## src/rtl/pbf_pkg.sv

```systemverilog
// Shared types, codes and helpers for the packet ban filter.
package pbf_pkg;

	localparam int DEFAULT_TABLE_DEPTH = 64;

	// Request codes carried on req_type.
	localparam logic [2:0] REQ_FRAME_BYTE = 3'd0;
	localparam logic [2:0] REQ_ADD_BANNED = 3'd1;
	localparam logic [2:0] REQ_ADD_RECENT = 3'd2;
	localparam logic [2:0] REQ_DEL_BANNED = 3'd3;
	localparam logic [2:0] REQ_DEL_RECENT = 3'd4;

	// Status codes of a table acknowledge.
	localparam logic [1:0] ST_DONE      = 2'd0;
	localparam logic [1:0] ST_FULL      = 2'd1;
	localparam logic [1:0] ST_NOT_FOUND = 2'd2;

	// Result kinds.
	localparam logic KIND_VERDICT = 1'b0;
	localparam logic KIND_ACK     = 1'b1;

	// Table selection.
	localparam logic SEL_BANNED = 1'b0;
	localparam logic SEL_RECENT = 1'b1;

	localparam logic [15:0] ETH_IPV4      = 16'h0800;
	localparam logic [15:0] ETH_IPV6      = 16'h86DD;
	localparam logic [15:0] FRAG_MASK     = 16'h3FFF;
	localparam logic [7:0]  PROTO_TCP     = 8'd6;
	localparam logic [7:0]  PROTO_V6_FRAG = 8'd44;
	localparam logic [5:0]  FULL_PLEN     = 6'd32;

	// Work a token asks of every cell it passes.
	typedef enum logic [1:0] {
		OP_MATCH = 2'd0,
		OP_SCAN  = 2'd1,
		OP_CLAIM = 2'd2
	} cell_op_t;

	// Token that walks the cell chain, with the flags it gathers.
	typedef struct packed {
		logic        vld;
		cell_op_t    op;
		logic        sel;
		logic        del;
		logic        kill_rec;
		logic [31:0] addr;
		logic [5:0]  plen;
		logic        hit_b;
		logic        hit_r;
		logic        found;
		logic        rec_found;
		logic        claimed;
	} tok_t;

	// Mask of the top len bits; lengths of 32 and above give all ones.
	function automatic logic [31:0] pfx_mask(input logic [5:0] len);
		logic [31:0] m;
		if (len == 6'd0) begin
			m = 32'd0;
		end else if (len >= FULL_PLEN) begin
			m = 32'hFFFF_FFFF;
		end else begin
			m = 32'hFFFF_FFFF << (6'd32 - len);
		end
		return m;
	endfunction

endpackage

```

## src/rtl/pbf_cell.sv

```systemverilog
// One cell of the chain: one banned and one recent table entry.
module pbf_cell (
	input  logic          clk,
	input  logic          arst_n,
	input  pbf_pkg::tok_t tok_in,
	output pbf_pkg::tok_t tok_out
);
	import pbf_pkg::*;

	logic        bv_q, rv_q;
	logic [5:0]  bl_q, rl_q;
	logic [31:0] ba_q, ra_q;
	tok_t        tok_q;
	tok_t        nxt;
	logic        b_m, r_m, b_x, r_x, sel_v, sel_x;
	logic        b_clr, r_clr, b_set, r_set;

	// Compare the passing token with the held entries.
	always_comb begin
		nxt   = tok_in;
		b_m   = bv_q && ((tok_in.addr & pfx_mask(bl_q)) == ba_q);
		r_m   = rv_q && ((tok_in.addr & pfx_mask(rl_q)) == ra_q);
		b_x   = bv_q && (bl_q == tok_in.plen) && (ba_q == tok_in.addr);
		r_x   = rv_q && (rl_q == tok_in.plen) && (ra_q == tok_in.addr);
		sel_v = (tok_in.sel == SEL_RECENT) ? rv_q : bv_q;
		sel_x = (tok_in.sel == SEL_RECENT) ? r_x : b_x;
		b_clr = 1'b0;
		r_clr = 1'b0;
		b_set = 1'b0;
		r_set = 1'b0;
		if (tok_in.vld) begin
			unique case (tok_in.op)
				OP_MATCH: begin
					nxt.hit_b = tok_in.hit_b | b_m;
					nxt.hit_r = tok_in.hit_r | r_m;
				end
				OP_SCAN: begin
					if (sel_x && !tok_in.found) begin
						nxt.found = 1'b1;
						if (tok_in.del) begin
							b_clr = (tok_in.sel == SEL_BANNED);
							r_clr = (tok_in.sel == SEL_RECENT);
						end
					end
					if (tok_in.kill_rec && r_x && !tok_in.rec_found) begin
						nxt.rec_found = 1'b1;
						r_clr         = 1'b1;
					end
				end
				OP_CLAIM: begin
					if (!sel_v && !tok_in.claimed) begin
						nxt.claimed = 1'b1;
						b_set       = (tok_in.sel == SEL_BANNED);
						r_set       = (tok_in.sel == SEL_RECENT);
					end
				end
				default: ;
			endcase
		end
	end

	// Valid bits and the token register.
	always_ff @(posedge clk or negedge arst_n) begin
		if (!arst_n) begin
			bv_q  <= 1'b0;
			rv_q  <= 1'b0;
			tok_q <= '0;
		end else begin
			if (b_set) bv_q <= 1'b1;
			else if (b_clr) bv_q <= 1'b0;
			if (r_set) rv_q <= 1'b1;
			else if (r_clr) rv_q <= 1'b0;
			tok_q <= nxt;
		end
	end

	// Entry contents.
	always_ff @(posedge clk) begin
		if (b_set) begin
			bl_q <= tok_in.plen;
			ba_q <= tok_in.addr;
		end
		if (r_set) begin
			rl_q <= tok_in.plen;
			ra_q <= tok_in.addr;
		end
	end

	assign tok_out = tok_q;

endmodule

```

## config.mk

```make
export PLATFORM = sky130hd
export DESIGN_NAME = pbf_cell
export DESIGN_NICKNAME = d
export VERILOG_FILES = /design/src/rtl/pbf_pkg.sv /design/src/rtl/pbf_cell.sv
export SDC_FILE = /design/constraint.sdc
export NUM_CORES = 1
export LEC_CHECK = 0
export ABC_AREA = 1
export BUFFER_PORTS_ARGS = -buffer_cell sky130_fd_sc_hd__buf_2
export CAP_MARGIN = 40
export CORE_MARGIN = 4
export CORE_UTILIZATION = 30
export CTS_CLUSTER_DIAMETER = 60
export DETAILED_ROUTE_END_ITERATION = 8
export SETUP_SLACK_MARGIN = 0.2
export SLEW_MARGIN = 5
export SYNTH_ARGS = -nofsm -noshare
export SYNTH_HDL_FRONTEND = slang
export SYNTH_SLANG_ARGS = --single-unit
```

## constraint.sdc

```tcl
create_clock -name clk -period 2 [get_ports clk]
set_input_delay 0 -clock clk [delete_from_list [all_inputs] [get_ports clk]]
set_output_delay 0 -clock clk [all_outputs]
set_load 0.005 [all_outputs]
```

Word-level counts from Yosys, hierarchy flattened
Index checks and enable logic that the tools add are counted.
{"block": "totals", "rom_bits": 0, "ff_bits": 127, "n_memories": 0, "out_inout_bits": 49, "mem_bits_rw": 0, "wordCells": 88, "latchBits": 0, "inputBits": 51}
{"block": "classes", "mul": 0, "div": 0, "reduce_logical": 19, "magnitude_cmp": 2, "n_eq_ne": 8, "shift": 2, "addsub": 2, "n_mux": 32, "n_bitwise": 5}
{"operator": "32-bit == test", "n": 4}
{"operator": "32-bit two-way mux", "n": 4}
{"operator": "32-bit bitwise AND", "n": 2}
{"operator": "32-bit by 6-bit left shift with 32-bit output, first input constant", "n": 2}
{"operator": "1-bit two-way mux", "n": 25}
{"operator": "6-bit == test", "n": 2}
{"operator": "6-bit >= comparator, second input constant", "n": 2}
{"operator": "6-bit zero test", "n": 2}
{"operator": "6-bit subtractor, first input constant", "n": 2}
{"operator": "1-bit logical AND", "n": 10}
{"operator": "5-bit two-way mux", "n": 1}
{"operator": "1-bit zero test", "n": 4}
{"operator": "2-bit two-way mux", "n": 2}
{"operator": "2-bit nonzero test", "n": 2}
{"operator": "2-bit by 1-bit == test with 1-bit output, second input constant", "n": 1}
{"operator": "2-bit == test, second input constant", "n": 1}
{"operator": "2-bit zero test", "n": 1}
{"operator": "1-bit OR", "n": 2}
{"operator": "1-bit inverter", "n": 1}

Longest topological paths before layout
Gate-level depths: netlist of run 1.
{"block": "depth", "ltp_word": 11, "depth_mapped": 19, "ltp_nobuf": 19}

Least setup slack after synthesis of run 1
Ideal clock, no wire load.
{"block": "synth_path", "path_type": "register to register", "start": "register rl_q[0]", "end": "register tok_q (netlist bit tok_out[3])", "path_buffers": 0, "path_stages_with_launch": 17, "period_less_slack_ns": 2.068, "setup_time_ns": 0.065, "t_required_ns": 1.935, "path_slack_ns": -0.068, "arrival_time_ns": 2.003, "cell_sequence": "edfxtp_1 inv_1 ha_1 inv_1 nand2_1 nand2_1 nor2_1 nand2_1 o21ai_0 nand3_1 nand2_1 nand2_1 nor2_1 nand2_1 nor2_1 nand2_1 nand2_1"}
{"item": "start, declared", "line_no": "pbf_cell.sv:11", "source": "logic [5:0] bl_q, rl_q;"}
{"item": "start signal, assigned", "line_no": "pbf_cell.sv:84", "source": "rl_q <= tok_in.plen;"}
{"item": "end signal, assigned", "line_no": "pbf_cell.sv:73", "source": "tok_q <= nxt;"}
{"item": "end, declared", "line_no": "pbf_cell.sv:13", "source": "tok_t tok_q;"}

==> results.md, run 1 <==
- Syn Std Cell Area: 7510 µm²
- Ant diodes: 0
- Critical path class: flip-flop to flip-flop
- Most frequent cells in the layout: nand2_1 (340), inv_1 (106), nor2_1 (103)
- Die W: roughly 170 µm
- Netlist cell types: 35
- Placed cell areas: between 9000 and 10000 µm²
- Initial antenna violation count: 1
- Met2 wire length: 13600 µm
- Initial DRC count: approximately 580
- Power Density: between 600 and 700 nW/µm²
- Hold Vio Cnt, Final: 0
- Routed met3 length: 1410 µm
- Non-Filler Instances: roughly 1600
- Peak supply drop: 0.397 mV
- CTS sink count: 127
- Clock latency on the worst-skew pair: between 400 and 500 ps
- Top cells by area, synth: edfxtp_1 (30%), nand2_1 (18%), dfrtp_1 (17%)
- Post-DR vias/cell: 4.73
- Post-synth top area cell: edfxtp_1
- Slew Viols, Final: 0
- Worst-path fanout max: 4
- Critical Path AT: around 2600 ps
- Gate Count Post-Synth: between 900 and 1000
- Worst Tran Pin Value: 692 ps
- Post-synth top area share: 30.4%
- Fillers: around 2400
- Crit-path most repeated cell: nand2_1
- Tmin final: roughly 2300 ps
- HPWL Detailed: ~21000 µm
- Gr ovfl total: 0
- Area Overhead vs Synth: 44.1%
- Reg2Reg Depth: 14
- Mapped Nets: around 1000
- CP cell instances: nor2_1 -> nand4_1 -> inv_1 -> buf_4 -> nor2_1 -> nand2_1 -> nand2_1 -> nand2_1 -> nand2_1 -> nor2_1 -> nand2_1 -> nor2_2 -> nand2_2 -> o21bai_1
- Fin util: between 40% and 50%
- Period utilization: 113%
- CTS Buffer Depth: 2
- Vias: around 7500
- M1 WL: around 12000 µm
- Core area: around 24000 µm²
- FP Rows: 57
- Total Routing Usage GR: about a fifth
- Hold Path Class: primary input to asynchronous set/reset pin
- Die Height: around 170 µm
- Worst Clk Skew: ~9 ps
- # setup viols final: 5
- Die area: 27600 µm²
- Design Area, Final: 10800 µm²
- PnR worst setup slack: -254 ps
- Placed cells: between 1000 and 1500
- Commonest non-fill, non-tap cell in the layout: nand2_1
- TritonCTS buffer count: 17
- Vias in the first global route: approximately 7400
- Drt pass-1 iters: 5
- Post-route antenna net violation count: 0
- CTS tree: done
- Clock transition at path regs: 60 ps
- Count of state elements after synthesis: between 100 and 150
- Post-synthesis sequential area ratio: 47.4%
- LEAKAGE: approximately 5.2 nW
- Top layer reached by signal wires: met4
- Setup TNS: -488 ps
- Final nets: between 1000 and 1500
- Port Buffers: 99
- Failing checks: setup timing
- First-pass GRT wire length: approximately 42000 µm
- GP Congestion: ~0.95
- Max cap viols: 0
- Drt total wl: 28200 µm
- Syn_area_per_cell: about 7.6 µm²
- IO Count: 100
- CP Capture Type: flip-flop
- Relative slew slack: 53.9%
- Wire per inst: between 15 and 20 µm
- Run status: finished, violations left
- CP Launch Type: flip-flop
- Largest net degree at the start of global routing: 28
- Yosys warnings: 0
- Total chip power: between 6 and 7 mW
- Clock root cell: clkbuf_16
- Max Fclk: roughly 440 MHz
- Starting Density: between 30% and 40%
- Slowest-stage cell, CP: edfxtp_1
- Worst path required time: roughly 2300 ps
- Crit path largest cell delay: roughly 480 ps
- RSZ-0062 raised after global routing: true
- Drt drc: 0
- H-Tree Depth: 4
- Layout cell share with drive strength beyond 1: between 20% and 30%
synthesized netlist by cell type, drive strengths merged:
| master | instances |
|---|---|
| nand3b | 19 |
| xnor2 | 11 |
| o22ai | 13 |
| a21oi | 7 |
| clkbuf | 5 |
| a21o | 1 |
| o21bai | 1 |
| nor2 | 127 |
| buf | 10 |
| nor4 | 2 |
| inv | 121 |
| nand4 | 18 |
| edfxtp | 76 |
| nand2 | 382 |
| a221oi | 1 |
| dfrtp | 51 |
| a211oi | 1 |
| xor2 | 25 |
| o21ai | 25 |
| nor3 | 12 |
| o2111ai | 5 |
| ha | 8 |
| or2 | 1 |
| nand3 | 63 |
| a31oi | 1 |
per-layer routing:
metal | vias to the layer above | global-route usage, %
met5 | - | 0
met4 | 0 | 8.22
met3 | 55 | 3.14
met2 | 242 | 33.1
met1 | 3534 | 25.2
li1 | 3696 | -
flip-flops by register name, indices dropped and copies added (netlist names):
signal	cells
tok_out	49
ba_q	32
ra_q	32
bl_q	6
rl_q	6
bv_q	1
rv_q	1
cell type report:
| type | instances | area (µm²) | share of cell area [%] |
|---|---|---|---|
| multi-input cells | 723 | 3680 | 34.0 |
| well taps | 324 | 405 | 3.75 |
| flip-flops and latches | 127 | 3560 | 32.9 |
| repair buffers | 266 | 2130 | 19.7 |
| inverters | 121 | 464 | 4.29 |
| clock inverters | 10 | 71.3 | 0.659 |
| clock buffers | 22 | 508 | 4.69 |
logic make-up after synthesis:
kind of cell	after synthesis	share of synthesized area, %
flip-flops	127	47.4
AO/OA/AOI/OAI	55	4.30
buffers and inverters	136	7.41
AND/OR/NAND/NOR	624	35.4
XOR/XNOR	36	4.20
adder cells (fa/ha/maj)	8	1.33
where the power goes:
part / internal, mW / leakage [nW] / switching, mW
Combinational: 0.320 / 3.62 / 0.444
Clock: 1.82 / 0.292 / 1.27
Sequential: 2.86 / 1.28 / 0.0299
Total: 5.00 / 5.19 / 1.75
final timing paths:
path / start / end / slack (ps)
min reg2reg: rv_q / rv_q / 630
min: arst_n / tok_out[15] / 150
max in group asynchronous: arst_n / tok_out[17] / 1250
max: bl_q[4] / tok_out[4] / -250
max reg2reg: bl_q[4] / tok_out[4] / -250
min in group clk: tok_in[44] / tok_out[44] / 230
repair_timing:
item / 4_1_cts / 5_1_grt
endpoints found under the hold margin: 149 / 0
gates resized for setup: 44 / 53
setup endpoints to repair: 43 / 82
pin swaps: 17 / 27
hold buffers: 50 / 0
buffers inserted: 13 / 4
gates cloned: 2 / 3
metrics by stage:
stage	setup slack [ps]	hold WS (ps)
detailed placement	-324	91.0
global route	-297	229
finish	-254	147
floorplan	29.0	-296
global placement	-266	81.9
CTS	-168	189
critical path, delay by kind of cell, from the launching register on:
family | cells | cell delay [ps]
and+or+nand+nor | 11 | 1140
buffers and inverters | 2 | 400
DFF | 1 | 480
AOI/OAI and AO/OA | 1 | 150
Power figures use the tool's default switching activity.
==> run 2: changes to the inputs <==
==> constraint.sdc (replaced) <==
create_clock -name clk -period 2 [get_ports clk]
set_input_delay 0.1 -clock clk [delete_from_list [all_inputs] [get_ports clk]]
set_output_delay 0.1 -clock clk [all_outputs]
set_load 0.005 [all_outputs]
==> run 2 against run 1 <==
Compared with the run above: the flow still finishes with violations (setup timing); core utilization grew 0.88 points; hold slack got worse by 130 ps; power rose by 3.7%; global-route usage hardly changed; maximum frequency is 3.7% higher; critical path type unchanged; critical endpoint is now tok_out[3]; largest power group unchanged; highest routed layer unchanged.
==> results.md, run 2 (synthesis gave the netlist of run 1 again) <==
- TritonCTS buffer count: 17 (unchanged)
- WP depth: 15 (was 14)
- Vias in the first global route: 7463 (was 7392)
- Reg2Reg Depth: 15 (was 14)
- Crit path capture: tok_out[3] (was tok_out[4])
- Worst path buffer plus inverter count: 2 (unchanged)
- Drt pass-1 iters: 8 (was 5)
- R2R Path End: tok_out[3] (was tok_out[4])
- Power Density: 634 nW/µm² (was 623 nW/µm²)
- Commonest non-fill, non-tap cell in the layout: nand2_1 (unchanged)
- Drt total wl: 27900 µm (was 28200 µm)
- CP Launch Type: flip-flop (unchanged)
- Post-DR vias/cell: 4.71 (was 4.73)
- Placed cell areas: 9170 µm² (about the same)
- Worst Setup Slack post-DPL: -364 ps (was -324 ps)
- Layout cell share with drive strength beyond 1: 27.9% (was 27.0%)
- CP Capture Type: flip-flop (unchanged)
- Non-Filler Instances: 1604 (was 1593)
- Peak supply drop: 0.499 mV (was 0.397 mV)
- FP Rows: 57 (unchanged)
- Worst Tran Pin Value: 328 ps (was 692 ps)
- Port Buffers: 99 (unchanged)
- Critical path class: flip-flop to flip-flop (unchanged)
- Relative slew slack: 78.0% (was 53.9%)
- Wire per inst: 17.4 µm (was 17.7 µm)
- Design Area, Final: 11000 µm² (was 10800 µm²)
- Gr ovfl total: 0 (unchanged)
- Delay-heaviest family, CP: simple AND/OR/NAND/NOR gates (unchanged)
- Worst Clk Skew: 8.20 ps (was 9.06 ps)
- Drt drc: 0 (unchanged)
- Die Height: 166 µm (unchanged)
- Clock latency on the worst-skew pair: 420 ps (was 430 ps)
- Total Routing Usage GR: 19.7% (about the same)
- # setup viols final: 5 (unchanged)
- Max cap viols: 0 (unchanged)
- Placed cells: 1491 (was 1489)
- Initial antenna violation count: 0 (was 1)
- Run status: finished, violations left (unchanged)
- CP cell instances: buf_6 -> nor2_4 -> nand4_2 -> nor2_4 -> buf_12 -> nor2_1 -> nand3_1 -> nand2_2 -> nor2_1 -> nand2_1 -> nor2_1 -> nand2_1 -> nor2_1 -> nand2_1 -> nand2_1 (was nor2_1 -> nand4_1 -> inv_1 -> buf_4 -> nor2_1 -> nand2_1 -> nand2_1 -> nand2_1 -> nand2_1 -> nor2_1 -> nand2_1 -> nor2_2 -> nand2_2 -> o21bai_1)
- Die W: 166 µm (unchanged)
- Hold Vio Cnt, Final: 0 (unchanged)
- First-pass GRT wire length: 42000 µm (was 41800 µm)
- PnR worst setup slack: -173 ps (was -254 ps)
- Largest net degree at the start of global routing: 21 (was 28)
- Area Overhead vs Synth: 47.0% (was 44.1%)
- Initial DRC count: 542 (was 578)
- Failing checks: setup timing (unchanged)
- Worst reg2reg startpoint: rl_q[1] (was bl_q[4])
- Vias: 7553 (was 7527)
- Worst path required time: 2360 ps (was 2340 ps)
- Number of flip-flops in the largest register: 49 (unchanged)
- LEAKAGE: 5.30 nW (was 5.19 nW)
- Final nets: 1326 (was 1315)
- Crit path largest cell delay: 410 ps (was 480 ps)
- Hold Path Class: primary input to flip-flop (was primary input to asynchronous set/reset pin)
- Core area: 24500 µm² (unchanged)
- Most frequent cells in the layout: nand2_1 (341), inv_1 (107), nor2_1 (102) (was nand2_1 (340), inv_1 (106), nor2_1 (103))
- Critical Path AT: 2540 ps (was 2600 ps)
- Post-route antenna net violation count: 0 (unchanged)
- Tmin final: 2170 ps (was 2250 ps)
- Clock root cell: clkbuf_16 (unchanged)
- HPWL Detailed: 20900 µm (was 21000 µm)
- CTS sink count: 127 (unchanged)
- Starting Density: 30.7% (unchanged)
- H-Tree Depth: 4 (unchanged)
- Total chip power: 6.99 mW (was 6.74 mW)
- Max Fclk: 460 MHz (was 444 MHz)
- IO Count: 100 (unchanged)
- Die area: 27600 µm² (unchanged)
- Clock transition at path regs: 60 ps (about the same)
- Worst-path fanout max: 15 (was 4)
- Slowest-stage cell, CP: edfxtp_1 (unchanged)
- Reg2reg setup slack: -170 ps (was -250 ps)
- CTS Buffer Depth: 2 (unchanged)
- Slew Viols, Final: 0 (unchanged)
- GP Congestion: 0.972 (was 0.949)
- Ant diodes: 0 (unchanged)
- Period utilization: 109% (was 113%)
- RSZ-0062 raised after global routing: true (unchanged)
- CTS tree: done (unchanged)
- Worst setup path startpoint: rl_q[1] (was bl_q[4])
==> run 2: cell count changes in the layout (fill, tap and decap cells not counted), moves of 2 or more <==
cell	delta
bufinv_16	+2
nor2_2	+2
inv_4	-6
buf_6	+7
inv_6	+3
buf_4	+4
nand2_2	-6
nand2_4	+7
buf_16	+2
dlygate4sd3_1	-3
==> run 2: how the worst min path moves through the flow <==
| stage | start | end | slack (ps) | depth (start not counted) |
|---|---|---|---|---|
| CTS | tok_in[16] | tok_out[16] | 5 | 2 |
| global placement | arst_n | tok_out[34] | 10 | 1 |
| floorplan | arst_n | bv_q | -200 | 0 |
| global route | tok_in[18] | ba_q[7] | 10 | 1 |
| detailed placement | arst_n | tok_out[34] | 7 | 1 |
| finish | tok_in[18] | ra_q[7] | 20 | 1 |
==> run 2: repair_timing <==
item | CTS | global route
resized for setup | 65 | 48
gates cloned | 4 | 3
buffers inserted | 19 | 8
pin swaps | 31 | 30
endpoints found under the hold margin | 115 | 1
hold buffers | 46 | 1
setup endpoints to repair | 59 | 83
==> run 2: through the flow <==
step                      util (%)  hold slack, ps  TNS [ps]
after floorplan                  -            -196         0
after global placement        37.5            13.3      -509
after detailed placement      37.5            6.71      -567
after CTS                     43.8            4.91      -272
after global routing          45.1            10.6     -1120
final                         45.1            15.4      -368
==> run 2: layout make-up <==
class                           count  area [µm²]
Clock buffer                       20         479
Clock inverter                     12         145
Fill cell                        2386       13400
Inverter                          121         462
Multi-Input combinational cell    724        3720
Sequential cell                   127        3560
Tap cell                          324         405
Timing Repair Buffer              276        2270
==> run 2: power by group <==
| part | internal, mW | leakage (nW) | total [mW] | switching (mW) |
|---|---|---|---|---|
| combinational | 0.340 | 3.72 | 0.791 | 0.451 |
| sequential | 2.86 | 1.28 | 2.89 | 0.0286 |
| clock | 2.01 | 0.304 | 3.32 | 1.30 |
==> run 2: metal layers <==
metal  GRT usage [%]  routed length [µm]
met4            7.15                 873
met2            33.6               13500
met1            25.2               12000
met3            3.45                1470
met5               0                   0
==> run 3: changes to the inputs <==
Settings changed: ABC_AREA 1 to not set, GPL_ROUTABILITY_DRIVEN set to 1, TNS_END_PERCENT set to 10.
==> run 3 against run 2 <==
Compared with the run above: the flow still finishes with violations (setup timing); maximum frequency decreased by 20%; synthesized cell count fell by 24%; critical path depth is 6 lower; sequential power about the same; sequential cell count is the same; largest cell class unchanged; largest power group unchanged.
==> results.md, run 3 <==
- Post-synth top area cell: edfxtp_1 (unchanged)
- Post-synthesis simple-gate area fraction: 19.4% (was 35.4%)
- Clock transition at path regs: 60 ps (about the same)
- Synth Area in Adders: 1.30% (was 1.33%)
- Netlist cell types: 88 (was 35)
- Reg2reg setup slack: -720 ps (was -170 ps)
- Post-DR vias/cell: 5.33 (was 4.71)
- Worst setup path startpoint: rl_q[0] (was rl_q[1])
- Wire per inst: 22.8 µm (was 17.4 µm)
- Crit path largest cell delay: 440 ps (was 410 ps)
- Die W: 168 µm (was 166 µm)
- Worst Clk Skew: 12.4 ps (was 8.20 ps)
- Post-synthesis sequential area ratio: 46.2% (was 47.4%)
- Largest net degree at the start of global routing: 40 (was 21)
- Clock latency on the worst-skew pair: 430 ps (was 420 ps)
- P_int: 5.19 mW (was 5.21 mW)
- Max Fclk: 368 MHz (was 460 MHz)
- Worst reg2reg startpoint: rl_q[0] (was rl_q[1])
- Critical Path AT: 3030 ps (was 2540 ps)
- PnR worst setup slack: -718 ps (was -173 ps)
- Vias: 8028 (was 7553)
- Reg2Reg Depth: 9 (was 15)
- Peak supply drop: 0.558 mV (was 0.499 mV)
- Sequential Power Share: 40.8% (was 41.3%)
- Hold Vio Cnt, Final: 0 (unchanged)
- Slowest-stage cell, CP: edfxtp_1 (unchanged)
- Top cells by area, synth: edfxtp_1 (30%), dfrtp_1 (17%), xnor2_1 (6.6%) (was edfxtp_1 (30%), nand2_1 (18%), dfrtp_1 (17%))
- Most frequent cells in the layout: buf_4 (286), buf_2 (99), edfxtp_1 (76) (was nand2_1 (341), inv_1 (107), nor2_1 (102))
- Ant diodes: 0 (unchanged)
- Syn_area_per_cell: 10.3 µm² (was 7.62 µm²)
- Initial DRC count: 924 (was 542)
- H-Tree Depth: 4 (unchanged)
- Min-delay src: tok_in[22] (was tok_in[18])
- Syn Std Cell Area: 7690 µm² (was 7510 µm²)
- Ys flop type: edfxtp_1 (unchanged)
- R2R Path End: tok_out[3] (unchanged)
- FP Rows: 58 (was 57)
- HPWL Detailed: 26700 µm (was 20900 µm)
- # setup viols final: 6 (was 5)
- Largest family of logic cells by synthesized area: compound AO/OA/AOI/OAI gates (was simple AND/OR/NAND/NOR gates)
- Max cap viols: 0 (unchanged)
- Initial antenna violation count: 0 (unchanged)
- IO Count: 100 (unchanged)
- Hold path cells: 2 (was 1)
- Gr ovfl total: 0 (unchanged)
- Most common library cells after synthesis: edfxtp_1 (76), xnor2_1 (58), dfrtp_1 (51) (was nand2_1 (368), nor2_1 (121), inv_1 (118))
- Switching Share: 27.0% (was 25.5%)
- XOR/XNOR share of the synthesized area: 8.36% (was 4.20%)
- Layout cell share with drive strength beyond 1: 43.1% (was 27.9%)
- Yosys warnings: 0 (unchanged)
- Drt drc: 0 (unchanged)
- RSZ-0062 raised after global routing: true (unchanged)
- CTS Buffer Depth: 2 (unchanged)
- Core area: 25200 µm² (was 24500 µm²)
- Failing checks: setup timing (unchanged)
- Vias in the first global route: 7992 (was 7463)
- Clock root cell: clkbuf_16 (unchanged)
- Relative slew slack: 60.0% (was 78.0%)
- Mapped Nets: 804 (was 1045)
- Worst path required time: 2310 ps (was 2360 ps)
- Final nets: 1223 (was 1326)
- Drt total wl: 34400 µm (was 27900 µm)
- Post-synth EDFFs: 76 (unchanged)
- Fillers: 2366 (was 2386)
- Slew Viols, Final: 0 (unchanged)
- WHS Endpoint: tok_out[22] (was ra_q[7])
- Gate Count Post-Synth: 745 (was 986)
- CTS sink count: 127 (unchanged)
- Count leader, synth: edfxtp_1 (was nand2_1)
- Clock group share of total power: 45.5% (was 47.4%)
- Combinational power share: 13.7% (was 11.3%)
- Post-route antenna net violation count: 0 (unchanged)
- Worst-path fanout max: 6 (was 15)
- Tmin final: 2720 ps (was 2170 ps)
- Placed cells: 1429 (was 1491)
- Die area: 28300 µm² (was 27600 µm²)
- Power Density: 593 nW/µm² (was 634 nW/µm²)
- Post-synthesis mux area share: 0.537% (was 0%)
- Starting Density: 30.6% (was 30.7%)
- Total chip power: 7.11 mW (was 6.99 mW)
- CP cell instances: buf_6 -> o31a_1 -> or2_1 -> buf_4 -> o311ai_2 -> xor2_1 -> and4_1 -> nand4_1 -> o41ai_2 (was buf_6 -> nor2_4 -> nand4_2 -> nor2_4 -> buf_12 -> nor2_1 -> nand3_1 -> nand2_2 -> nor2_1 -> nand2_1 -> nor2_1 -> nand2_1 -> nor2_1 -> nand2_1 -> nand2_1)
- Port Buffers: 99 (unchanged)
- GP Congestion: 1.01 (was 0.972)
- Run status: finished, violations left (unchanged)
- Total Routing Usage GR: 23.9% (was 19.7%)
- Die Height: 168 µm (was 166 µm)
- Hold Slack: 11.0 ps (was 15.4 ps)
- Commonest non-fill, non-tap cell in the layout: buf_4 (was nand2_1)
- Switching power: 1.92 mW (was 1.78 mW)
- Reg area: 3560 µm² (unchanged)
- Area Overhead vs Synth: 55.8% (was 47.0%)
- Critical path class: flip-flop to flip-flop (unchanged)
- CTS tree: done (unchanged)
- Count of state elements after synthesis: 127 (unchanged)
- Post-synth top area share: 29.7% (was 30.4%)
- Period utilization: 136% (was 109%)
- Async SR Flop Fraction: 40.2% (unchanged)
- Non-Filler Instances: 1507 (was 1604)
- CP Capture Type: flip-flop (unchanged)
- CP Launch Type: flip-flop (unchanged)
- First-pass GRT wire length: 50800 µm (was 42000 µm)
- Worst Tran Pin Value: 585 ps (was 328 ps)
- TritonCTS buffer count: 17 (unchanged)
- Number of flip-flops in the largest register: 49 (unchanged)
- Synth Area in Compound Gates: 19.7% (was 4.30%)
- LEAKAGE: 4.98 nW (was 5.30 nW)
- Drt pass-1 iters: 6 (was 8)
- Hold Path Class: primary input to flip-flop (unchanged)
- Area occupied by multi-input gates: 4090 µm² (was 3720 µm²)
## run 3: cells by family (layout without fill, tap and decap cells)
group	count (synthesis)	in the layout
buffers and inverters	71	503
XOR/XNOR	70	70
flip-flops	127	127
multiplexers	4	4
AND/OR/NAND/NOR	257	257
AO/OA/AOI/OAI	208	208
adder cells (fa/ha/maj)	8	8
## run 3: final cells by class
| class | instances | area share, % |
|---|---|---|
| clock inverters | 15 | 1.44 |
| flip-flops and latches | 127 | 29.7 |
| inverters | 41 | 1.33 |
| clock buffers | 17 | 3.55 |
| multi-input cells | 547 | 34.1 |
| repair buffers | 430 | 26.4 |
| well taps | 330 | 3.44 |
## run 3: repair_timing
item / 4_1_cts / 5_1_grt
pin swaps: 4 / 25
setup endpoints to repair: 6 / 82
hold buffers: 29 / 0
endpoints found under the hold margin: 52 / 0
setup buffers: 0 / 17
resized for setup: 12 / 50
## run 3: power by group through the flow
stage                     Sequential, mW  Clock (mW)  Combinational, mW
final                               2.90        3.24              0.973
after global routing                2.91        3.39               1.03
after CTS                           2.90        3.26              0.933
after detailed placement            2.95           0              0.877
after global placement              2.95           0              0.879
after floorplan                     2.96           0              0.284
## run 3: worst max-delay path by stage
| stage | endpoint | slack, ps |
|---|---|---|
| 2_1_floorplan | tok_out[3] | -620 |
| 3_3_place_gp | tok_out[3] | -830 |
| 3_5_place_dp | tok_out[3] | -800 |
| 4_1_cts | tok_out[3] | -720 |
| 5_1_grt | tok_out[3] | -830 |
| 6_report | tok_out[3] | -720 |
## run 3: stage by stage
step                      cell area, µm²  utilization, %  setup TNS [ps]  worst slack (ps)
after floorplan                     7800               -          -13390              -624
after global placement             10700            42.5           -3280              -830
after detailed placement           10700            42.5           -3330              -802
after CTS                          11600            46.3           -2810              -718
after global routing               12000            47.6           -3390              -830
final                              12000            47.6           -2790              -718
## run 3: worst max-delay path, delay by kind of cell, from the launching register on
family          cells  cell delay, ps
buf+inv             2             340
xor+xnor            1             190
compound gates      3            1010
flops               1             440
simple gates        3             630
## run 3: metal layers
layer	up-vias	global-route usage, %	wire, µm
met5	-	0	0
met4	0	6.42	620
met3	39	5.00	2700
met2	369	35.3	14900
met1	3918	35.5	16100
li1	3702	-	-
